<file path="config.mk">
export PLATFORM = sky130hd
export DESIGN_NAME = two_list_merge_core
export DESIGN_NICKNAME = d
export VERILOG_FILES = /design/src/sv/tlm_pkg.sv /design/src/sv/two_list_merge_core.sv /design/src/sv/tlm_ctrl.sv /design/src/sv/tlm_dp.sv
export SDC_FILE = /design/constraint.sdc
export NUM_CORES = 2
export LEC_CHECK = 0
export BUFFER_PORTS_ARGS = -buffer_cell sky130_fd_sc_hd__buf_2
export CORE_ASPECT_RATIO = 0.5
export CORE_UTILIZATION = 25
export DETAILED_ROUTE_END_ITERATION = 6
export GPL_TIMING_DRIVEN = 0
export PLACE_DENSITY = 0.35
export SKIP_CTS_REPAIR_TIMING = 1
export SLEW_MARGIN = 25
export SYNTH_ARGS = -nofsm -noshare
export SYNTH_HDL_FRONTEND = slang
export SYNTH_SLANG_ARGS = --single-unit
export TNS_END_PERCENT = 30
</file>
<file path="constraint.sdc">
create_clock -name clk -period 10.95 [get_ports clk]
set_input_delay 3.285 -clock clk [delete_from_list [all_inputs] [get_ports clk]]
set_output_delay 3.285 -clock clk [all_outputs]
set_load 0.1 [all_outputs]
</file>
<file path="src/sv/tlm_pkg.sv">
package tlm_pkg;

  localparam int LIST_DEPTH = 32;
  localparam int IDX_W      = (LIST_DEPTH > 1) ? $clog2(LIST_DEPTH) : 1;
  localparam int CNT_W      = $clog2(LIST_DEPTH + 1);
  localparam int SUM_W      = CNT_W + 1;
  localparam int DATA_W     = 32;
  localparam int OP_W       = 2;

  localparam logic [OP_W-1:0] OP_APPEND_FIRST  = 2'd0;
  localparam logic [OP_W-1:0] OP_APPEND_SECOND = 2'd1;
  localparam logic [OP_W-1:0] OP_RUN           = 2'd2;

  // Controller to datapath commands
  typedef struct packed {
    logic load_first;   // append beat to first list
    logic load_second;  // append beat to second list
    logic start;        // begin a run
    logic advance;      // pick one element into the output register
    logic finish;       // final element picked: empty both lists
  } tlm_cmd_t;

  // Datapath to controller status
  typedef struct packed {
    logic any_stored;   // at least one list holds an element
    logic out_busy;     // output register full and not taken this cycle
    logic final_pick;   // element picked now is the last of the run
  } tlm_stat_t;

  typedef enum logic [2:0] {
    ST_IDLE = 3'b001,
    ST_LOAD = 3'b010,
    ST_EMIT = 3'b100
  } tlm_state_t;

endpackage

</file>
<file path="src/sv/two_list_merge_core.sv">
// Channel   Handshake               Payload
// input     in_valid / in_ready     operation, value
// output    out_valid / out_ready   merged_value, last
// config    order_mode_wr_en        order_mode_wr_data
//
// Appends are accepted whenever in_ready is high, which is whenever no run is active.
// A run of N elements first reads both list heads from the two 32-entry
// memories in ST_LOAD, then emits one beat per cycle in ST_EMIT unless
// out_ready stalls the output register, which holds the picked beat.
// Reset (rst, synchronous) empties both lists and sets ascending mode.
// A run with both lists empty finishes in its accept cycle with no beat.
module two_list_merge_core (
  input  logic                              clk,
  input  logic                              rst,
  input  logic                              in_valid,
  output logic                              in_ready,
  input  logic [tlm_pkg::OP_W-1:0]          operation,
  input  logic signed [tlm_pkg::DATA_W-1:0] value,
  output logic                              out_valid,
  input  logic                              out_ready,
  output logic signed [tlm_pkg::DATA_W-1:0] merged_value,
  output logic                              last,
  input  logic                              order_mode_wr_en,
  input  logic                              order_mode_wr_data
);
  import tlm_pkg::*;

  tlm_cmd_t  cmd;
  tlm_stat_t stat;

  // Sequencer: decodes input beats and paces the run against the output
  tlm_ctrl u_ctrl (
    .clk       (clk),
    .rst       (rst),
    .in_valid  (in_valid),
    .in_ready  (in_ready),
    .operation (operation),
    .stat      (stat),
    .cmd       (cmd)
  );

  // Datapath: list memories, counts, heads, compare and output register
  tlm_dp u_dp (
    .clk                (clk),
    .rst                (rst),
    .cmd                (cmd),
    .stat               (stat),
    .value              (value),
    .order_mode_wr_en   (order_mode_wr_en),
    .order_mode_wr_data (order_mode_wr_data),
    .out_valid          (out_valid),
    .out_ready          (out_ready),
    .merged_value       (merged_value),
    .last               (last)
  );

endmodule

</file>
<file path="src/sv/tlm_ctrl.sv">
module tlm_ctrl (
  input  logic                     clk,
  input  logic                     rst,
  input  logic                     in_valid,
  output logic                     in_ready,
  input  logic [tlm_pkg::OP_W-1:0] operation,
  input  tlm_pkg::tlm_stat_t       stat,
  output tlm_pkg::tlm_cmd_t        cmd
);
  import tlm_pkg::*;

  tlm_state_t state, state_next;
  logic       accept;

  assign in_ready = (state == ST_IDLE);
  assign accept   = in_valid && in_ready;

  always_comb begin
    state_next       = state;
    cmd              = '0;
    unique case (state)
      ST_IDLE: begin
        if (accept) begin
          case (operation)
            OP_APPEND_FIRST:  cmd.load_first  = 1'b1;
            OP_APPEND_SECOND: cmd.load_second = 1'b1;
            OP_RUN: begin
              if (stat.any_stored) begin
                cmd.start  = 1'b1;
                state_next = ST_LOAD;
              end
            end
            default: ;
          endcase
        end
      end
      ST_LOAD: begin
        // memory read of both heads lands this cycle
        state_next = ST_EMIT;
      end
      ST_EMIT: begin
        if (!stat.out_busy) begin
          cmd.advance = 1'b1;
          if (stat.final_pick) begin
            cmd.finish = 1'b1;
            state_next = ST_IDLE;
          end
        end
      end
      default: state_next = ST_IDLE;
    endcase
  end

  always_ff @(posedge clk) begin
    if (rst) begin
      state <= ST_IDLE;
    end else begin
      state <= state_next;
    end
  end

endmodule

</file>
<file path="src/sv/tlm_dp.sv">
module tlm_dp (
  input  logic                              clk,
  input  logic                              rst,
  input  tlm_pkg::tlm_cmd_t                 cmd,
  output tlm_pkg::tlm_stat_t                stat,
  input  logic signed [tlm_pkg::DATA_W-1:0] value,
  input  logic                              order_mode_wr_en,
  input  logic                              order_mode_wr_data,
  output logic                              out_valid,
  input  logic                              out_ready,
  output logic signed [tlm_pkg::DATA_W-1:0] merged_value,
  output logic                              last
);
  import tlm_pkg::*;

  logic [DATA_W-1:0] first_mem  [LIST_DEPTH];
  logic [DATA_W-1:0] second_mem [LIST_DEPTH];

  logic [CNT_W-1:0]  first_count, second_count;
  logic [CNT_W-1:0]  first_head, second_head;
  logic [CNT_W-1:0]  first_head_next, second_head_next;
  logic [DATA_W-1:0] first_rdata, second_rdata;
  logic              order_mode;
  logic              turn_first;

  logic              have_first, have_second, take_first;
  logic [SUM_W-1:0]  taken_sum, total_sum;

  assign have_first  = first_head < first_count;
  assign have_second = second_head < second_count;

  always_comb begin
    if (have_first && have_second) begin
      if (order_mode) begin
        take_first = $signed(first_rdata) <= $signed(second_rdata);
      end else begin
        take_first = turn_first;
      end
    end else begin
      take_first = have_first;
    end
  end

  assign taken_sum = SUM_W'(first_head) + SUM_W'(second_head) + SUM_W'(1);
  assign total_sum = SUM_W'(first_count) + SUM_W'(second_count);

  assign stat.any_stored = (first_count != '0) || (second_count != '0);
  assign stat.out_busy   = out_valid && !out_ready;
  assign stat.final_pick = (taken_sum == total_sum);

  // Read address runs one ahead of the pick so the head is always registered
  always_comb begin
    first_head_next  = first_head;
    second_head_next = second_head;
    if (cmd.start || cmd.finish) begin
      first_head_next  = '0;
      second_head_next = '0;
    end else if (cmd.advance) begin
      if (take_first) begin
        first_head_next  = first_head + CNT_W'(1);
      end else begin
        second_head_next = second_head + CNT_W'(1);
      end
    end
  end

  always_ff @(posedge clk) begin
    first_rdata  <= first_mem[first_head_next[IDX_W-1:0]];
    second_rdata <= second_mem[second_head_next[IDX_W-1:0]];
    if (cmd.load_first && (first_count < CNT_W'(LIST_DEPTH))) begin
      first_mem[first_count[IDX_W-1:0]] <= value;
    end
    if (cmd.load_second && (second_count < CNT_W'(LIST_DEPTH))) begin
      second_mem[second_count[IDX_W-1:0]] <= value;
    end
  end

  always_ff @(posedge clk) begin
    if (rst) begin
      first_count  <= '0;
      second_count <= '0;
      first_head   <= '0;
      second_head  <= '0;
      order_mode   <= 1'b1;
      turn_first   <= 1'b1;
      out_valid    <= 1'b0;
    end else begin
      first_head  <= first_head_next;
      second_head <= second_head_next;
      if (order_mode_wr_en) begin
        order_mode <= order_mode_wr_data;
      end
      if (cmd.finish) begin
        first_count  <= '0;
        second_count <= '0;
      end else begin
        if (cmd.load_first && (first_count < CNT_W'(LIST_DEPTH))) begin
          first_count <= first_count + CNT_W'(1);
        end
        if (cmd.load_second && (second_count < CNT_W'(LIST_DEPTH))) begin
          second_count <= second_count + CNT_W'(1);
        end
      end
      if (cmd.start) begin
        turn_first <= 1'b1;
      end else if (cmd.advance && have_first && have_second) begin
        turn_first <= !turn_first;
      end
      if (cmd.advance) begin
        out_valid <= 1'b1;
      end else if (out_ready) begin
        out_valid <= 1'b0;
      end
    end
  end

  always_ff @(posedge clk) begin
    if (cmd.advance) begin
      merged_value <= take_first ? first_rdata : second_rdata;
      last         <= stat.final_pick;
    end
  end

endmodule

</file>
==> impl_metrics.tcl <==
set metrics [dict create \
    port_buffers 74 \
    num_vias 54515 \
    placed_cell_area_mm2 0.09768 \
    ys_seq_area_share_pct 73.51 \
    swShare_pct 21.54 \
    final_area_mm2 0.1046 \
    worst_pin_slew_ns 1.216 \
    nFillCells 34536 \
    ios 75 \
    fmax_mhz 122.0 \
    maxSlewHeadroom_pct 18.57 \
    cp-start-kind "input port" \
    crit_required_ns 11.64 \
    clkSinkCount 2175 \
    drtAntennaViolNets 0 \
    die_area_mm2 0.3528 \
    syn_inst 5879 \
    cts_buffers 227 \
    drtIter0Drc 5302 \
    end_kind "flip-flop" \
    ir_drop_mv 0.1180 \
    cts_max_level 4 \
    power.switching_uw 3659 \
    synth.distinct_cells 84 \
    total_leakage_power_uw 0.03445 \
    clk_pin_slew_ns 0.06 \
    p_seq_share_pct 53.8 \
    p_int_uw 13330 \
    crit_top_cell "nand2_1" \
    worstPathMaxFanout 10 \
    synthArstFlopShare_pct 0 \
    overflow 0 \
    finalMaxSlewViolations 0 \
    status "complete, no violations" \
    worstPathArrival_ns 8.89 \
    p_comb_share_pct 2.2 \
    die_w_um 839.0 \
    rsz0062_at_grt "no" \
    setup_tns_ns 0 \
    fin_crit_sh_pct 74.89 \
    finalSetupViolations 0 \
    globalplace.congestion 0.8655 \
    core_area_mm2 0.3480 \
    grt_pass1_wl_um 445400 \
    ys.flop_type "edfxtp_1" \
    setup.worst_path.class "in -> reg" \
    drt-total-wl_um 328300 \
    p_clk_share_pct 44.0 \
    drc_errors 0 \
    crit_slowest_cell "nor3_1" \
    via_per_inst 4.885 \
    final_layout_size_suffix_gt1_share_pct 13.20 \
    grt_pass1_vias 53354 \
    cp_cell_sequence "buf_2 > nand2b_1 > nand2_1 > a311oi_1 > nand3_1 > o211ai_1 > nand2_1 > nor3_1 > clkbuf_1 > a2111oi_1 > a211oi_1 > a31oi_1" \
    finalHoldViolCount 0 \
    core.rowCount 153 \
    fin_skew_ns 0.07811 \
    cts_tree "done" \
    synth_area_mm2 0.08757 \
    synth_warnings 0 \
    min_period_ns 8.200 \
    firstDrtPassIters 7 \
    cts_buffer_depth 4 \
    syn-mean-instance-area_um2 14.90 \
    die_h_um 420.5 \
    cpPeakStageDelay_ns 0.88 \
    hpwlAfterDp_um 236800 \
    synthesis.nets 5985 \
    post_drt_wl_per_cell_um 29.42 \
    cts_root_buf "clkbuf_16" \
    antenna_found_initial 55 \
    gr-usage-all-layers_pct 18.08 \
    hp-class "reg -> reg" \
    start_util_pct 25.16 \
    worstSkewPairLatency_ns 0.93 \
    area.growth.synth_to_final_pct 19.49 \
    ys_ff_latch 2175 \
    power_density_mw_per_mm2 162.3 \
    nets 6415 \
    synth_edf_count 2081 \
    grt_max_degree 65 \
    maxCapViolCount 0 \
]
[flip-flops by register name, indices dropped and copies added (netlist names)]
name / count
u_dp.turn_first: 1
u_dp.first_mem: 1024
u_dp.first_rdata: 32
u_dp.first_count: 6
u_dp.merged_value: 32
u_dp.out_valid: 1
u_dp.order_mode: 1
u_dp.last: 1
u_dp.second_rdata: 32
u_dp.first_head: 6
u_dp.second_head: 6
u_dp.second_count: 6
u_dp.second_mem: 1024
u_ctrl.state: 3
[metal layers]
layer | wire (µm) | GRT usage (%) | vias to the layer above
li1 | - | - | 23963
met1 | 154700 | 26.46 | 28402
met2 | 143000 | 27.66 | 1746
met3 | 19170 | 2.398 | 402
met4 | 11450 | 5.862 | 2
met5 | 9 | 0 | -
[placed cells by master (no fill, tap or decap), types with 31 or more instances in the layout]
master     instances
edfxtp_1        2081
nand2_1          584
mux2i_1          359
clkbuf_1         306
a211oi_1         263
clkbuf_16        229
and3_1           193
a21oi_1          184
inv_1            173
o211ai_1         168
nor2_1           167
buf_2            155
nor4_1           149
a31oi_1           98
nand3_1           97
o22ai_1           96
a211o_1           94
dfxtp_1           94
o21ai_0           81
buf_16            79
nor2_4            64
ha_1              64
clkinv_1          54
buf_4             51
clkinv_2          44
nor4_2            43
mux2_2            37
buf_12            37
and2_1            32
a32oi_1           32
o2111ai_1         32
a2111o_1          31
[worst max-delay path, delay by kind of cell]
kind	cells	cell delay (ns)
compound gates	5	2.54
buf+inv	2	0.75
simple gates	5	2.29
[cells in the mapped netlist, types with 82 or more instances]
cell | n | area [µm²]
edfxtp_1 | 2081 | 62490
nand2_1 | 584 | 2192
inv_1 | 174 | 653.1
mux2i_1 | 359 | 3593
buf_2 | 110 | 550.5
o22ai_1 | 96 | 600.6
a31oi_1 | 98 | 613.1
a21oi_1 | 184 | 920.9
nor2_1 | 231 | 867.1
o21ai_0 | 82 | 410.4
dfxtp_1 | 94 | 1882
a211o_1 | 94 | 823.3
clkbuf_1 | 254 | 953.4
o211ai_1 | 168 | 1261
nor4_1 | 161 | 1007
nand3_1 | 97 | 485.5
a211oi_1 | 283 | 2125
and3_1 | 193 | 1207
[stage by stage]
| stage | total power [µW] | utilization [%] | hold slack [ns] | worst slack, ns | std cells |
|---|---|---|---|---|---|
| 5_1_grt | 17470 | 30.05 | 0.5663 | 2.594 | 11135 |
| 4_1_cts | 17180 | 30.04 | 0.5279 | 2.752 | 11135 |
| 3_3_place_gp | 9652 | 26.94 | 0.5205 | 0.2356 | 10603 |
| 6_report | 16990 | 30.07 | 0.5176 | 2.750 | 11160 |
| 3_5_place_dp | 9691 | 28.07 | 0.5189 | 1.809 | 10730 |
| 2_1_floorplan | 9374 | - | 0.4842 | 4.344 | 5879 |
[final timing paths]
kind              cells after the start                 from                   to  slack (ns)
setup / recovery                     12            out_ready  u_dp.first_rdata[3]        2.75
hold / removal                        2      u_dp.order_mode      u_dp.order_mode        0.52
setup reg to reg                     14  u_dp.first_count[2]  u_dp.first_rdata[3]        4.11
hold reg to reg                       2      u_dp.order_mode      u_dp.order_mode        0.52
[logic make-up (layout without fill, tap and decap cells)]
| kind of cell | Yosys count | count (layout) | synth area share, % |
|---|---|---|---|
| and+or+nand+nor | 1398 | 1398 | 7.764 |
| buffers and inverters | 590 | 1196 | 2.870 |
| xor gates and xnor gates | 22 | 22 | 0.2515 |
| DFF | 2175 | 2175 | 73.51 |
| adders and majority gates | 66 | 66 | 0.9601 |
| AOI/OAI and AO/OA | 1230 | 1230 | 10.04 |
| other | 0 | 25 | 0 |
| muxes | 398 | 398 | 4.611 |
[power by group through the flow]
stage | combinational, µW | clock, µW | sequential (µW)
after floorplan | 65.7 | 0 | 9310
final | 378 | 7480 | 9130
after CTS | 384 | 7670 | 9130
after global routing | 398 | 7940 | 9130
after detailed placement | 383 | 0 | 9310
after global placement | 331 | 0 | 9320
[cell type report]
class	instances	area, µm²	area share, %
sequential	2175	64370	61.52
multi-input combinational	3114	21490	20.54
clock buffer	285	5961	5.696
tap	4650	5818	5.560
timing repair buffer	201	3505	3.349
buffer	411	1844	1.762
clock inverter	120	912.1	0.8717
inverter	179	671.9	0.6421
antenna	25	62.56	0.05979
No activity file was read; power rests on OpenSTA's default activity.
